===== src/rtl/decimal_text_to_signed_int_unit_defines.svh =====
// Assertion macros for the decimal text to signed integer unit.
`ifndef DECIMAL_TEXT_TO_SIGNED_INT_UNIT_DEFINES_SVH
`define DECIMAL_TEXT_TO_SIGNED_INT_UNIT_DEFINES_SVH

`ifndef SYNTHESIS
// Same-cycle implication, checked out of reset.
`define DTSI_ASSERT_IMP(lbl, clk, rst, ante, cons) \
   lbl: assert property (@(posedge clk) disable iff (rst) (ante) |-> (cons)) \
      else $error("dtsi: implication check failed");
// Next-cycle implication, checked out of reset.
`define DTSI_ASSERT_NXT(lbl, clk, rst, ante, cons) \
   lbl: assert property (@(posedge clk) disable iff (rst) (ante) |=> (cons)) \
      else $error("dtsi: next-cycle check failed");
`else
`define DTSI_ASSERT_IMP(lbl, clk, rst, ante, cons)
`define DTSI_ASSERT_NXT(lbl, clk, rst, ante, cons)
`endif

`endif


===== src/rtl/dtsi_pkg.sv =====
// Shared constants and types of the decimal text to signed integer unit.
`default_nettype none

package dtsi_pkg;

   localparam int VALUE_BITS = 64;            // accumulator width, 16..64
   localparam int VALUE_W    = 64;            // result value field width
   localparam int CHAR_W     = 8;
   localparam int COUNT_W    = 16;
   localparam int PROD_W     = VALUE_BITS + 4; // room for magnitude * 10 + digit

   localparam logic [CHAR_W-1:0] CH_ZERO  = 8'h30;
   localparam logic [CHAR_W-1:0] CH_NINE  = 8'h39;
   localparam logic [CHAR_W-1:0] CH_SPACE = 8'h20;
   localparam logic [CHAR_W-1:0] CH_TAB   = 8'h09;
   localparam logic [CHAR_W-1:0] CH_MINUS = 8'h2D;

   localparam logic [COUNT_W-1:0] COUNT_MAX = '1;

   // Parser state captured when a number ends.
   typedef struct packed {
      logic [VALUE_BITS-1:0] magnitude;
      logic                  negative;
      logic                  wrapped;
      logic                  digit_seen;
      logic [COUNT_W-1:0]    count;
      logic                  delim;
   } snap_type;

endpackage

`default_nettype wire


===== src/rtl/dtsi_if.sv =====
// Channel interfaces: character requests and parse results.
`default_nettype none

interface dtsi_req_if import dtsi_pkg::*; ();
   logic              valid;
   logic              ready;
   logic [CHAR_W-1:0] char_code;
   logic              last_char;

   modport source (output valid, output char_code, output last_char, input ready);
   modport sink   (input valid, input char_code, input last_char, output ready);
endinterface

interface dtsi_rsp_if import dtsi_pkg::*; ();
   logic                      valid;
   logic                      ready;
   logic signed [VALUE_W-1:0] value;
   logic                      invalid;
   logic                      overflow;
   logic                      underflow;
   logic [COUNT_W-1:0]        consumed;
   logic                      ended_by_delimiter;

   modport source (output valid, output value, output invalid, output overflow,
                   output underflow, output consumed, output ended_by_delimiter,
                   input ready);
   modport sink   (input valid, input value, input invalid, input overflow,
                   input underflow, input consumed, input ended_by_delimiter,
                   output ready);
endinterface

`default_nettype wire


===== src/rtl/decimal_text_to_signed_int_unit.sv =====
// Top level: streaming ASCII decimal to signed 64-bit integer parser.
//
//  channel  | dir | payload                                        | handshake
//  req_ch   | in  | char_code[7:0], last_char                       | valid/ready
//  rsp_ch   | out | value[63:0] signed, invalid, overflow,          | valid/ready
//           |     | underflow, consumed[15:0], ended_by_delimiter   |
//
// One character per cycle while no result stall holds the input; the next
// character's state depends on the previous one through the parse state,
// the 64-bit shift-add magnitude among it. A result is offered once its
// number's ending character passes the input, snapshot and result registers.
// Synchronous reset clears all parse state and valid flags.
// A stalled result only holds up characters that end a number while both
// the snapshot and result registers are full.
`default_nettype none
`include "decimal_text_to_signed_int_unit_defines.svh"

module decimal_text_to_signed_int_unit import dtsi_pkg::*; (
   input  wire logic clock,
   input  wire logic reset,
   dtsi_req_if.sink  req_ch,
   dtsi_rsp_if.source rsp_ch
);

   snap_type snap;
   logic     snap_valid;
   logic     snap_ready;

   dtsi_parse u_parse (
      .clock      (clock),
      .reset      (reset),
      .req_ch     (req_ch),
      .snap       (snap),
      .snap_valid (snap_valid),
      .snap_ready (snap_ready)
   );

   dtsi_result u_result (
      .clock      (clock),
      .reset      (reset),
      .snap       (snap),
      .snap_valid (snap_valid),
      .snap_ready (snap_ready),
      .rsp_ch     (rsp_ch)
   );

   // any error flag forces a zero value
   `DTSI_ASSERT_IMP(a_err_zero, clock, reset,
      rsp_ch.valid && (rsp_ch.invalid || rsp_ch.overflow || rsp_ch.underflow),
      rsp_ch.value == '0)
   // no digits means nothing accumulated, so no range error
   `DTSI_ASSERT_IMP(a_inv_clean, clock, reset,
      rsp_ch.valid && rsp_ch.invalid,
      !rsp_ch.overflow && !rsp_ch.underflow)
   // nothing consumed: the number was ended by a delimiter with no digits
   `DTSI_ASSERT_IMP(a_empty_delim, clock, reset,
      rsp_ch.valid && (rsp_ch.consumed == '0),
      rsp_ch.invalid && rsp_ch.ended_by_delimiter)
   // a snapshot waiting on a stalled result register stays pending
   `DTSI_ASSERT_NXT(a_snap_hold, clock, reset, snap_valid && !snap_ready, snap_valid)

endmodule

`default_nettype wire


===== src/rtl/dtsi_parse.sv =====
// Input register, per-character parse state and end-of-number snapshot register.
`default_nettype none

module dtsi_parse import dtsi_pkg::*; (
   input  wire logic clock,
   input  wire logic reset,
   dtsi_req_if.sink  req_ch,
   output snap_type  snap,
   output logic      snap_valid,
   input  wire logic snap_ready
);

   typedef enum logic {PH_LEAD, PH_BODY} phase_type;

   phase_type             phase_ff, phase_in;
   logic                  s1_valid_ff, s1_valid_in;
   logic [CHAR_W-1:0]     s1_char_ff;
   logic                  s1_last_ff;
   logic                  neg_ff, neg_in;
   logic [VALUE_BITS-1:0] mag_ff, mag_in;
   logic                  wrap_ff, wrap_in;
   logic                  dseen_ff, dseen_in;
   logic [COUNT_W-1:0]    count_ff, count_in;
   logic                  snap_valid_ff, snap_valid_in;
   snap_type              snap_ff, snap_in;

   logic              req_fire, s1_adv, emit;
   logic              is_digit, take_ws, take_minus, consume;
   logic [PROD_W-1:0] prod;

   assign is_digit   = (s1_char_ff >= CH_ZERO) && (s1_char_ff <= CH_NINE);
   assign take_ws    = (phase_ff == PH_LEAD) &&
                       ((s1_char_ff == CH_SPACE) || (s1_char_ff == CH_TAB));
   assign take_minus = (phase_ff == PH_LEAD) && (s1_char_ff == CH_MINUS);
   assign consume    = take_ws || take_minus || is_digit;
   assign emit       = !consume || s1_last_ff;

   // magnitude * 10 + digit as shift-add; bits above VALUE_BITS flag a wrap
   assign prod = ({4'b0, mag_ff} << 3) + ({4'b0, mag_ff} << 1) +
                 PROD_W'(s1_char_ff[3:0]);

   assign s1_adv   = s1_valid_ff && (!emit || !snap_valid_ff || snap_ready);
   assign req_fire = req_ch.valid && req_ch.ready;
   assign req_ch.ready = !s1_valid_ff || s1_adv;

   always_comb begin
      phase_in = phase_ff;
      neg_in   = neg_ff;
      mag_in   = mag_ff;
      wrap_in  = wrap_ff;
      dseen_in = dseen_ff;
      count_in = count_ff;
      if (take_minus) begin
         neg_in   = 1'b1;
         phase_in = PH_BODY;
      end
      if (is_digit) begin
         mag_in   = prod[VALUE_BITS-1:0];
         wrap_in  = wrap_ff || (|prod[PROD_W-1:VALUE_BITS]);
         dseen_in = 1'b1;
         phase_in = PH_BODY;
      end
      if (consume && (count_ff != COUNT_MAX)) begin
         count_in = count_ff + 1'b1;
      end

      snap_in.magnitude  = mag_in;
      snap_in.negative   = neg_in;
      snap_in.wrapped    = wrap_in;
      snap_in.digit_seen = dseen_in;
      snap_in.count      = count_in;
      snap_in.delim      = !consume;

      s1_valid_in   = (s1_valid_ff && !s1_adv) || req_fire;
      snap_valid_in = (snap_valid_ff && !snap_ready) || (s1_adv && emit);
   end

   always_ff @(posedge clock) begin
      if (reset) begin
         s1_valid_ff   <= 1'b0;
         snap_valid_ff <= 1'b0;
         phase_ff      <= PH_LEAD;
         neg_ff        <= 1'b0;
         mag_ff        <= '0;
         wrap_ff       <= 1'b0;
         dseen_ff      <= 1'b0;
         count_ff      <= '0;
      end else begin
         s1_valid_ff   <= s1_valid_in;
         snap_valid_ff <= snap_valid_in;
         if (req_fire) begin
            s1_char_ff <= req_ch.char_code;
            s1_last_ff <= req_ch.last_char;
         end
         if (s1_adv && emit) begin
            snap_ff  <= snap_in;
            phase_ff <= PH_LEAD;
            neg_ff   <= 1'b0;
            mag_ff   <= '0;
            wrap_ff  <= 1'b0;
            dseen_ff <= 1'b0;
            count_ff <= '0;
         end else if (s1_adv) begin
            phase_ff <= phase_in;
            neg_ff   <= neg_in;
            mag_ff   <= mag_in;
            wrap_ff  <= wrap_in;
            dseen_ff <= dseen_in;
            count_ff <= count_in;
         end
      end
   end

   assign snap       = snap_ff;
   assign snap_valid = snap_valid_ff;

endmodule

`default_nettype wire


===== src/rtl/dtsi_result.sv =====
// Range checks, sign application and the result register.
`default_nettype none

module dtsi_result import dtsi_pkg::*; (
   input  wire logic      clock,
   input  wire logic      reset,
   input  wire snap_type  snap,
   input  wire logic      snap_valid,
   output logic           snap_ready,
   dtsi_rsp_if.source     rsp_ch
);

   logic                      valid_ff, valid_in;
   logic signed [VALUE_W-1:0] value_ff, value_in;
   logic                      inv_ff, ovf_ff, unf_ff, delim_ff;
   logic                      inv_in, ovf_in, unf_in;
   logic [COUNT_W-1:0]        count_ff;
   logic                      msb, low_zero;
   logic signed [VALUE_BITS-1:0] signed_mag;

   assign msb      = snap.magnitude[VALUE_BITS-1];
   assign low_zero = ~|snap.magnitude[VALUE_BITS-2:0];

   always_comb begin
      inv_in = !snap.digit_seen;
      // above the signed max: overflow when positive or when the magnitude wrapped, underflow past -2^(N-1)
      ovf_in = snap.wrapped || (msb && !snap.negative);
      unf_in = msb && snap.negative && !low_zero;
      signed_mag = snap.negative ? -$signed(snap.magnitude) : $signed(snap.magnitude);
      value_in = (inv_in || ovf_in || unf_in) ? '0 : VALUE_W'(signed_mag);
      valid_in = (valid_ff && !rsp_ch.ready) || snap_valid;
   end

   assign snap_ready = !valid_ff || rsp_ch.ready;

   always_ff @(posedge clock) begin
      if (reset) begin
         valid_ff <= 1'b0;
      end else begin
         valid_ff <= valid_in;
         if (snap_valid && snap_ready) begin
            value_ff <= value_in;
            inv_ff   <= inv_in;
            ovf_ff   <= ovf_in;
            unf_ff   <= unf_in;
            count_ff <= snap.count;
            delim_ff <= snap.delim;
         end
      end
   end

   assign rsp_ch.valid              = valid_ff;
   assign rsp_ch.value              = value_ff;
   assign rsp_ch.invalid            = inv_ff;
   assign rsp_ch.overflow           = ovf_ff;
   assign rsp_ch.underflow          = unf_ff;
   assign rsp_ch.consumed           = count_ff;
   assign rsp_ch.ended_by_delimiter = delim_ff;

endmodule

`default_nettype wire

===== src/flat_wrapper.sv =====
// flat-port wrapper written by rule: the top's interface ports become plain ports
module decimal_text_to_signed_int_unit_flat import dtsi_pkg::*;
  (clock, reset, req_ch_valid, req_ch_char_code, req_ch_last_char, req_ch_ready, rsp_ch_valid, rsp_ch_value, rsp_ch_invalid, rsp_ch_overflow, rsp_ch_underflow, rsp_ch_consumed, rsp_ch_ended_by_delimiter, rsp_ch_ready);
  dtsi_req_if req_ch_i ();
  dtsi_rsp_if rsp_ch_i ();
  input  wire logic clock;
  input  wire logic reset;
  input wire logic [$bits(req_ch_i.valid)-1:0] req_ch_valid;
  input wire logic [$bits(req_ch_i.char_code)-1:0] req_ch_char_code;
  input wire logic [$bits(req_ch_i.last_char)-1:0] req_ch_last_char;
  output wire logic [$bits(req_ch_i.ready)-1:0] req_ch_ready;
  output wire logic [$bits(rsp_ch_i.valid)-1:0] rsp_ch_valid;
  output wire logic [$bits(rsp_ch_i.value)-1:0] rsp_ch_value;
  output wire logic [$bits(rsp_ch_i.invalid)-1:0] rsp_ch_invalid;
  output wire logic [$bits(rsp_ch_i.overflow)-1:0] rsp_ch_overflow;
  output wire logic [$bits(rsp_ch_i.underflow)-1:0] rsp_ch_underflow;
  output wire logic [$bits(rsp_ch_i.consumed)-1:0] rsp_ch_consumed;
  output wire logic [$bits(rsp_ch_i.ended_by_delimiter)-1:0] rsp_ch_ended_by_delimiter;
  input wire logic [$bits(rsp_ch_i.ready)-1:0] rsp_ch_ready;
  assign req_ch_i.valid = req_ch_valid;
  assign req_ch_i.char_code = req_ch_char_code;
  assign req_ch_i.last_char = req_ch_last_char;
  assign req_ch_ready = req_ch_i.ready;
  assign rsp_ch_valid = rsp_ch_i.valid;
  assign rsp_ch_value = rsp_ch_i.value;
  assign rsp_ch_invalid = rsp_ch_i.invalid;
  assign rsp_ch_overflow = rsp_ch_i.overflow;
  assign rsp_ch_underflow = rsp_ch_i.underflow;
  assign rsp_ch_consumed = rsp_ch_i.consumed;
  assign rsp_ch_ended_by_delimiter = rsp_ch_i.ended_by_delimiter;
  assign rsp_ch_i.ready = rsp_ch_ready;
  decimal_text_to_signed_int_unit u_core (.clock(clock), .reset(reset), .req_ch(req_ch_i), .rsp_ch(rsp_ch_i));
endmodule

===== config.mk =====
export PLATFORM = sky130hd
export DESIGN_NAME = decimal_text_to_signed_int_unit_flat
export DESIGN_NICKNAME = d
export VERILOG_FILES = /design/src/rtl/dtsi_pkg.sv /design/src/rtl/dtsi_if.sv /design/src/rtl/decimal_text_to_signed_int_unit.sv /design/src/rtl/dtsi_parse.sv /design/src/rtl/dtsi_result.sv /design/src/flat_wrapper.sv
export VERILOG_INCLUDE_DIRS = /design/src /design/src/rtl
export SDC_FILE = /design/constraint.sdc
export NUM_CORES = 1
export LEC_CHECK = 0
export BUFFER_PORTS_ARGS = -buffer_cell sky130_fd_sc_hd__buf_2
export CORE_AREA = 8 8 169 187
export CTS_BUF_LIST = sky130_fd_sc_hd__clkbuf_4 sky130_fd_sc_hd__clkbuf_8
export CTS_CLUSTER_SIZE = 30
export DETAILED_ROUTE_END_ITERATION = 8
export DIE_AREA = 0 0 177 195
export PLACE_DENSITY = 0.85
export SYNTH_ARGS = -nofsm -noshare
export SYNTH_HDL_FRONTEND = slang
export SYNTH_SLANG_ARGS = --single-unit

===== constraint.sdc =====
create_clock -name clock -period 9.62 [get_ports clock]
set_input_delay 1.924 -clock clock [delete_from_list [all_inputs] [get_ports clock]]
set_output_delay 1.924 -clock clock [all_outputs]
set_load 0.02 [all_outputs]

==> impl_results.md, run 1 <==
- Ratio of cells with drive above 1 in the final layout: 0.141
- Final Wtd Congestion: 0.895
- Die height: 195 µm
- P_leak: roughly 7.3 nW
- Crit path kind: in2out
- Avg Cell Area, Syn: approximately 9.6 µm²
- Hold Path Class: reg2reg
- Clk root buf: clkbuf_8
- RSZ-0062 raised after global routing: false
- Num Clock Sinks: approximately 260
- Crit path time final: 4.77 ns
- Pin count of the biggest net entering global routing: 88
- Worst hold start: u_core.u_parse.snap[0]$_DFFE_PP_
- YS warnings: 0
- CP Data Arrival Time: roughly 2.8 ns
- DRC Markers: 0
- Slowest CP cell: nor2b_1
- Vias in the first global route: 11900
- Top Layer Used: met4
- I/O pin count: 99
- Endpoints failing setup: 0
- Synthesis-to-layout area growth: 10.4%
- TritonRoute pass-1 iters: 5
- Final period utilization: 0.496
- Final net count: about 1900
- Setup TNS after final layout: 0 ns
- CTS resizes: 0
- Post-synth EDFFs: between 150 and 200
- Worst-path cell chain: buf_2 > nor2b_1 > nand2_1 > nor2_1 > nand2_1 > buf_2
- Hold slack: 0.419 ns
- Sequential-to-total area share from yosys stat: 0.449
- Async set-or-reset flop fraction in the synthesized netlist: 0
- Worst path max stage delay: 0.23 ns
- Iteration-0 DRC Markers: 1047
- Worst-Margin Slew: 1.09 ns
- Status: finished, final reports clean
- Startpoint Class: primary input
- Initial Util: 0.554
- #FFs+latches synth: 264
- Pwr/cell area: 133 mW/mm²
- Max Cap Viol: 0
- CP Data Required Time: 7.70 ns
- CP bufs+invs: 2
- Die width: 177 µm
- Setup Skew: roughly 0.016 ns
- Relative slew slack: 0.274
- Clock buffer depth: 3
- Clock latency on the worst-skew pair: 0.53 ns
- Reg2reg start: u_core.u_parse.s1_char_ff[3]$_DFFE_PP_
- CTS tree: done
- Diodes inserted: 0
- Cell family with most CP delay: simple AND/OR/NAND/NOR gates
- CTS Hold Bufs: 0
- Sink of the worst hold path: u_core.u_result.rsp_ch.ended_by_delimiter$_DFFE_PP_
- Congestion Overflow GR: 0
- Max VDD drop: 0.128 mV
- GRT Total Usage: 0.213
- DR WL met2: 17900 µm
- Placeable Area: 0.0284 mm²
- Clock buffers created by TritonCTS: 38
- Max H-tree Level: 2
- Initial antenna violation count: 0
- Critical path fanouts, max: 4
- Post-CTS Setup Repair Bufs: 0
- Worst r2r path cells: 14
- Post-Syn Area: 0.0157 mm²
- Clock transition at path regs: 0.06 ns
- Vias per std cell: 6.02
- Total power: 2.31 mW
- Mapped Nets: 1775
- Setup slack, reg-to-reg: 5.04 ns
- RR Endpoint: u_core.u_parse.snap[78]$_DFFE_PP_
- Post-route ant nets: 0
- Netlist cell types: 61
- Post-Route Utilization: 0.611
- Metal-1 WL: between 15000 and 20000 µm
- Via count: 12700
- Slew Viols, Final: 0
- Final hold violations: 0
- WL per Instance: 18.2 µm
- Ys flop type: edfxtp_1
- Row count: between 60 and 70
- Fmax: 210 MHz
- Hold Path Depth: 0
- # port buffers: 98
- Routed wl met3: 2930 µm
- First-pass GRT wire length: a little over 60000 µm
- Synthesized instance count: ~1600
- Detailed Place HPWL: about 28000 µm
- Final cell count without fillers: 2108
- Detailed Route WL: a little under 40000 µm
- Overall die area: 0.0345 mm²
- Crit. End Element: output port
- Placed Instances: 2038
==> cells by family after synthesis <==
kind of cell / count (synthesis) / synth area share
flops: 264 / 0.449
mux: 44 / 0.0313
fa+ha+maj: 131 / 0.105
buf+inv: 104 / 0.0257
simple gates: 554 / 0.156
xor+xnor: 148 / 0.0825
compound gates: 386 / 0.151
==> per-stage QoR <==
step	instance area (µm²)	worst slack, ns
2_1_floorplan	15700	0.892
3_3_place_gp	16500	4.92
3_5_place_dp	16500	4.85
4_1_cts	17300	4.85
5_1_grt	17300	4.75
6_report	17300	4.85
==> Yosys cell counts, types with 6 or more instances <==
library cell,count,area (µm²)
a211o_1,6,52.6
a211oi_1,18,135
a21boi_0,6,45.0
a21o_1,23,173
a21oi_1,124,621
a31oi_1,11,68.8
and3_1,11,68.8
and4_1,7,61.3
buf_2,8,40.0
clkbuf_1,58,218
dfxtp_1,87,1740
edfxtp_1,177,5320
ha_1,129,1610
inv_1,34,128
mux2_2,41,462
nand2_1,230,863
nand2b_1,6,37.5
nand3_1,32,160
nand4_1,19,119
nor2_1,168,631
nor3_1,35,175
o211ai_1,6,45.0
o21a_1,14,105
o21ai_0,105,526
o21bai_1,14,105
o31ai_1,27,203
or3_1,12,75.1
xnor2_1,59,517
xor2_1,89,780
==> final cells by class <==
| type | instances | area, µm² |
|---|---|---|
| Sequential cell | 264 | 7060 |
| Tap cell | 368 | 460 |
| Fill cell | 2091 | 11000 |
| Multi-Input combinational cell | 1263 | 8300 |
| Clock buffer | 54 | 656 |
| Inverter | 34 | 128 |
| Timing Repair Buffer | 109 | 573 |
| Clock inverter | 16 | 176 |
==> per-layer routing <==
metal | vias to the layer above | global-route usage
li1 | 6064 | -
met1 | 5983 | 0.288
met2 | 561 | 0.345
met3 | 76 | 0.0264
met4 | 0 | 0.0773
met5 | - | 0
==> worst max-delay path by stage <==
| stage | start | to | slack [ns] | depth (start not counted) |
|---|---|---|---|---|
| 6_report | rsp_ch_ready | req_ch_ready | 4.85 | 6 |
| 5_1_grt | rsp_ch_ready | req_ch_ready | 4.75 | 6 |
| 4_1_cts | rsp_ch_ready | req_ch_ready | 4.85 | 6 |
| 3_5_place_dp | rsp_ch_ready | req_ch_ready | 4.85 | 6 |
| 3_3_place_gp | rsp_ch_ready | req_ch_ready | 4.92 | 6 |
| 2_1_floorplan | rsp_ch_ready | u_core.u_result.rsp_ch.consumed[0]$_DFFE_PP_ | 0.89 | 2 |
==> power by group <==
part           switching [mW]  internal [mW]  leakage [nW]
logic                  0.0713         0.0331          4.41
clock network           0.435          0.530         0.446
registers              0.0152           1.22          2.40
total                   0.522           1.79          7.26
==> state kept, by name, summed over array words and instances, names as in the netlist, 8 cells and up <==
name	cells
u_core.u_parse.mag_ff	64
u_core.u_parse.s1_char_ff	8
u_core.u_result.rsp_ch.consumed	16
u_core.u_parse.count_ff	16
u_core.u_parse.snap	84
u_core.u_result.rsp_ch.value	64
==> cells in the final DEF, fill, tap and decap left out, drive strengths merged, types with 4 or more instances in the layout <==
cell type  instances
nand2            230
edfxtp           177
nor2             168
ha               129
a21oi            124
buf              109
o21ai            107
xor2              89
dfxtp             87
xnor2             59
clkbuf            54
mux2              41
nor3              36
inv               36
nand3             32
o31ai             28
a21o              23
nand4             19
a211oi            18
or3               17
o21a              14
o21bai            14
a31oi             11
and3              11
clkinv            10
and4               7
o211ai             6
a21boi             6
or2                6
a211o              6
nand2b             6
nor4               5
and2               5
o41ai              5
or4                5
a221oi             4
(Power assumes the default switching activity.)
==> run 2: changes to the inputs <==
--- a/config.mk
+++ b/config.mk
@@ -12,7 +12,7 @@
 export CTS_CLUSTER_SIZE = 30
 export DETAILED_ROUTE_END_ITERATION = 8
 export DIE_AREA = 0 0 177 195
-export PLACE_DENSITY = 0.85
+export PLACE_DENSITY = 0.88
 export SYNTH_ARGS = -nofsm -noshare
 export SYNTH_HDL_FRONTEND = slang
 export SYNTH_SLANG_ARGS = --single-unit
==> constraint.sdc (replaced) <==
create_clock -name clock -period 4.3 [get_ports clock]
set_input_delay 0.86 -clock clock [delete_from_list [all_inputs] [get_ports clock]]
set_output_delay 0.86 -clock clock [all_outputs]
set_load 0.02 [all_outputs]
==> run 2 against run 1 <==
Effect of this change: non-clock buffer count up 15; cell count up 0.90%; combinational power up 150%; critical path type is now reg2reg; clock skew up 0.0073 ns.
==> impl_results.md, run 2 (synthesis gave the netlist of run 1 again) <==
- Status: finished, final reports clean
- Final period utilization: 0.940
- Vias in the first global route: 12400 (+4.5%)
- Num Clock Sinks: 264 (unchanged)
- Sink of the worst hold path: u_core.u_result.rsp_ch.consumed[9]$_DFFE_PP_
- Max VDD drop: 0.321 mV (+150%)
- Worst-Margin Slew: 1.06 ns (-0.0326 ns)
- DRC Markers: 0 (unchanged)
- Setup Skew: 0.0231 ns (+0.00728 ns)
- Post-route ant nets: 0 (unchanged)
- Via count: 13200 (+3.9%)
- Reg2reg start: u_core.u_parse.s1_char_ff[3]$_DFFE_PP_
- Sw Ratio: 0.230 (+0.00357)
- WL per Instance: 19.5 µm (+7.0%)
- Die height: 195 µm (unchanged)
- Slowest CP cell: fa_1
- Endpoints failing setup: 0 (unchanged)
- Startpoint Class: flip-flop
- Most frequent cells in the layout: nand2_1 (230), edfxtp_1 (177), nor2_1 (166), ha_1 (129), a21oi_1 (124)
- CP Data Required Time: 4.59 ns (-3.11 ns)
- Slew Viols, Final: 0 (unchanged)
- Final hold violations: 0 (unchanged)
- # port buffers: 98 (unchanged)
- Setup slack, reg-to-reg: 0.26 ns (-4.78 ns)
- P_leak: 7.34 nW (+1.2%)
- CP Data Arrival Time: 4.33 ns (+1.49 ns)
- Cell depth of the worst setup path: 16 (+10)
- Clk root buf: clkbuf_8
- Critical path fanouts, max: 5 (+1)
- Clock transition at path regs: 0.07 ns (about the same)
- Final net count: 1871 (+0.92%)
- Hold Path Depth: 0 (unchanged)
- Most common cell after layout, fill and taps aside: nand2_1
- Switching Power: 1.21 mW (+130%)
- Crit. End Element: flip-flop
- Setup TNS after final layout: 0 ns (unchanged)
- Initial antenna violation count: 0 (unchanged)
- Worst-path cell chain: inv_1 > fa_1 > inv_1 > fa_1 > a21oi_1 > nor2_1 > o211ai_1 > a211oi_1 > o31ai_1 > buf_4 > o31ai_1 > buf_4 > a31o_2 > a21boi_0 > xor2_1 > o21ai_0
- Final setup margin: 0.257 ns (-4.59 ns)
- Power share of the sequential group: 0.525 (-0.012)
- Final Wtd Congestion: 0.940 (+5.0%)
- Hold Path Class: reg2reg
- Max Cap Viol: 0 (unchanged)
- Iteration-0 DRC Markers: 1294 (+24%)
- Clock latency on the worst-skew pair: 0.57 ns (+0.04 ns)
- Initial Util: 0.554 (unchanged)
- Overall die area: 0.0345 mm² (unchanged)
- Clock buffer depth: 3 (unchanged)
- Worst path max stage delay: 0.53 ns (+0.30 ns)
- CP bufs+invs: 4 (+2)
- CTS Hold Bufs: 0 (unchanged)
- Detailed Place HPWL: 29800 µm (+6.6%)
- Row count: 65 (unchanged)
- # fillers: 2115 (+1.1%)
- Worst r2r path cells: 16 (+2)
- Clock buffers created by TritonCTS: 40 (+5.3%)
- Worst hold start: u_core.u_parse.snap[10]$_DFFE_PP_
- RR Endpoint: u_core.u_parse.snap[78]$_DFFE_PP_
- Ratio of cells with drive above 1 in the final layout: 0.148 (+0.00758)
- Fmax: 247 MHz
- Pin count of the biggest net entering global routing: 85 (-3.4%)
- Cell family with most CP delay: compound AO/OA/AOI/OAI gates
- Pwr/cell area: 301 mW/mm² (+130%)
- Relative slew slack: 0.296 (+0.0217)
- CTS tree: done
- First-pass GRT wire length: 65700 µm (+7.5%)
- Synthesis-to-layout area growth: 11.7%
- TritonRoute pass-1 iters: 5 (unchanged)
- Post-Route Utilization: 0.619 (+0.00745)
- Detailed Route WL: 41500 µm (+8.0%)
- Congestion Overflow GR: 0 (unchanged)
- Clk pwr share: 0.426 (+0.008)
- Vias per std cell: 6.19 (+2.9%)
- Die width: 177 µm (unchanged)
- Pre-CTS setup slack: 0.201 ns (-4.65 ns)
- Diodes inserted: 0 (unchanged)
- Max H-tree Level: 2 (unchanged)
- GRT Total Usage: 0.232 (+0.0190)
- Max FFs per register: 84 (unchanged)
- I/O pin count: 99 (unchanged)
- Combinational share of power: 0.049 (+0.004)
- Placeable Area: 0.0284 mm² (unchanged)
- Crit path kind: reg2reg
- Crit path time final: 4.04 ns
- Cell-internal power: 4.07 mW (+130%)
- Hold slack: 0.423 ns (+0.00454 ns)
## run 2: cell count changes in the layout (fill, tap and decap cells not counted), sizes merged
cell	change
clkbuf	+2
buf	+15
clkinv	+3
clkinvlp	+1
inv	-2
## run 2: worst max path at each step
stage	startpoint	end
after floorplan	u_core.u_parse.s1_char_ff[1]$_DFFE_PP_	u_core.u_parse.snap[0]$_DFFE_PP_
after global placement	u_core.u_parse.s1_char_ff[3]$_DFFE_PP_	u_core.u_parse.snap[18]$_DFFE_PP_
after detailed placement	u_core.u_parse.s1_char_ff[3]$_DFFE_PP_	u_core.u_parse.snap[18]$_DFFE_PP_
after CTS	u_core.u_parse.s1_char_ff[3]$_DFFE_PP_	u_core.u_parse.snap[18]$_DFFE_PP_
after global routing	u_core.u_parse.s1_char_ff[3]$_DFFE_PP_	u_core.u_parse.snap[18]$_DFFE_PP_
final	u_core.u_parse.s1_char_ff[3]$_DFFE_PP_	u_core.u_parse.snap[78]$_DFFE_PP_
## run 2: what timing repair did
action,CTS,global route
setup endpoints to repair,0,5
resized for setup,0,2
setup buffers,0,1
## run 2: per-stage QoR
step	total power [mW]	cells	area (µm²)
finish	5.28	2127	17600
global route	5.41	2127	17600
CTS	5.29	2126	17500
detailed placement	3.07	2052	16700
global placement	3.06	2052	16700
floorplan	2.98	1631	15700
## run 2: cell type report
| class | instances | area, µm² | share of cell area |
|---|---|---|---|
| Clock buffer | 56 | 702 | 0.0400 |
| Multi-Input combinational cell | 1263 | 8310 | 0.473 |
| Sequential cell | 264 | 7060 | 0.402 |
| Tap cell | 368 | 460 | 0.0262 |
| Timing Repair Buffer | 124 | 736 | 0.0419 |
| Inverter | 34 | 128 | 0.00727 |
| Clock inverter | 18 | 164 | 0.00934 |
## run 2: power groups by stage
stage | clock [mW] | sequential, mW | combinational (mW)
after CTS | 2.27 | 2.77 | 0.254
after floorplan | 0 | 2.83 | 0.152
after global routing | 2.36 | 2.78 | 0.280
final | 2.25 | 2.77 | 0.258
after detailed placement | 0 | 2.83 | 0.249
after global placement | 0 | 2.82 | 0.237
## run 2: metal layers
layer,up-vias,wire length (µm),part of all wire,GRT usage
met1,6295,16700,0.40,0.298
met4,0,1320,0.032,0.0860
met2,671,19900,0.48,0.389
met5,-,0,0,0
met3,102,3670,0.088,0.0345
li1,6106,-,-,-
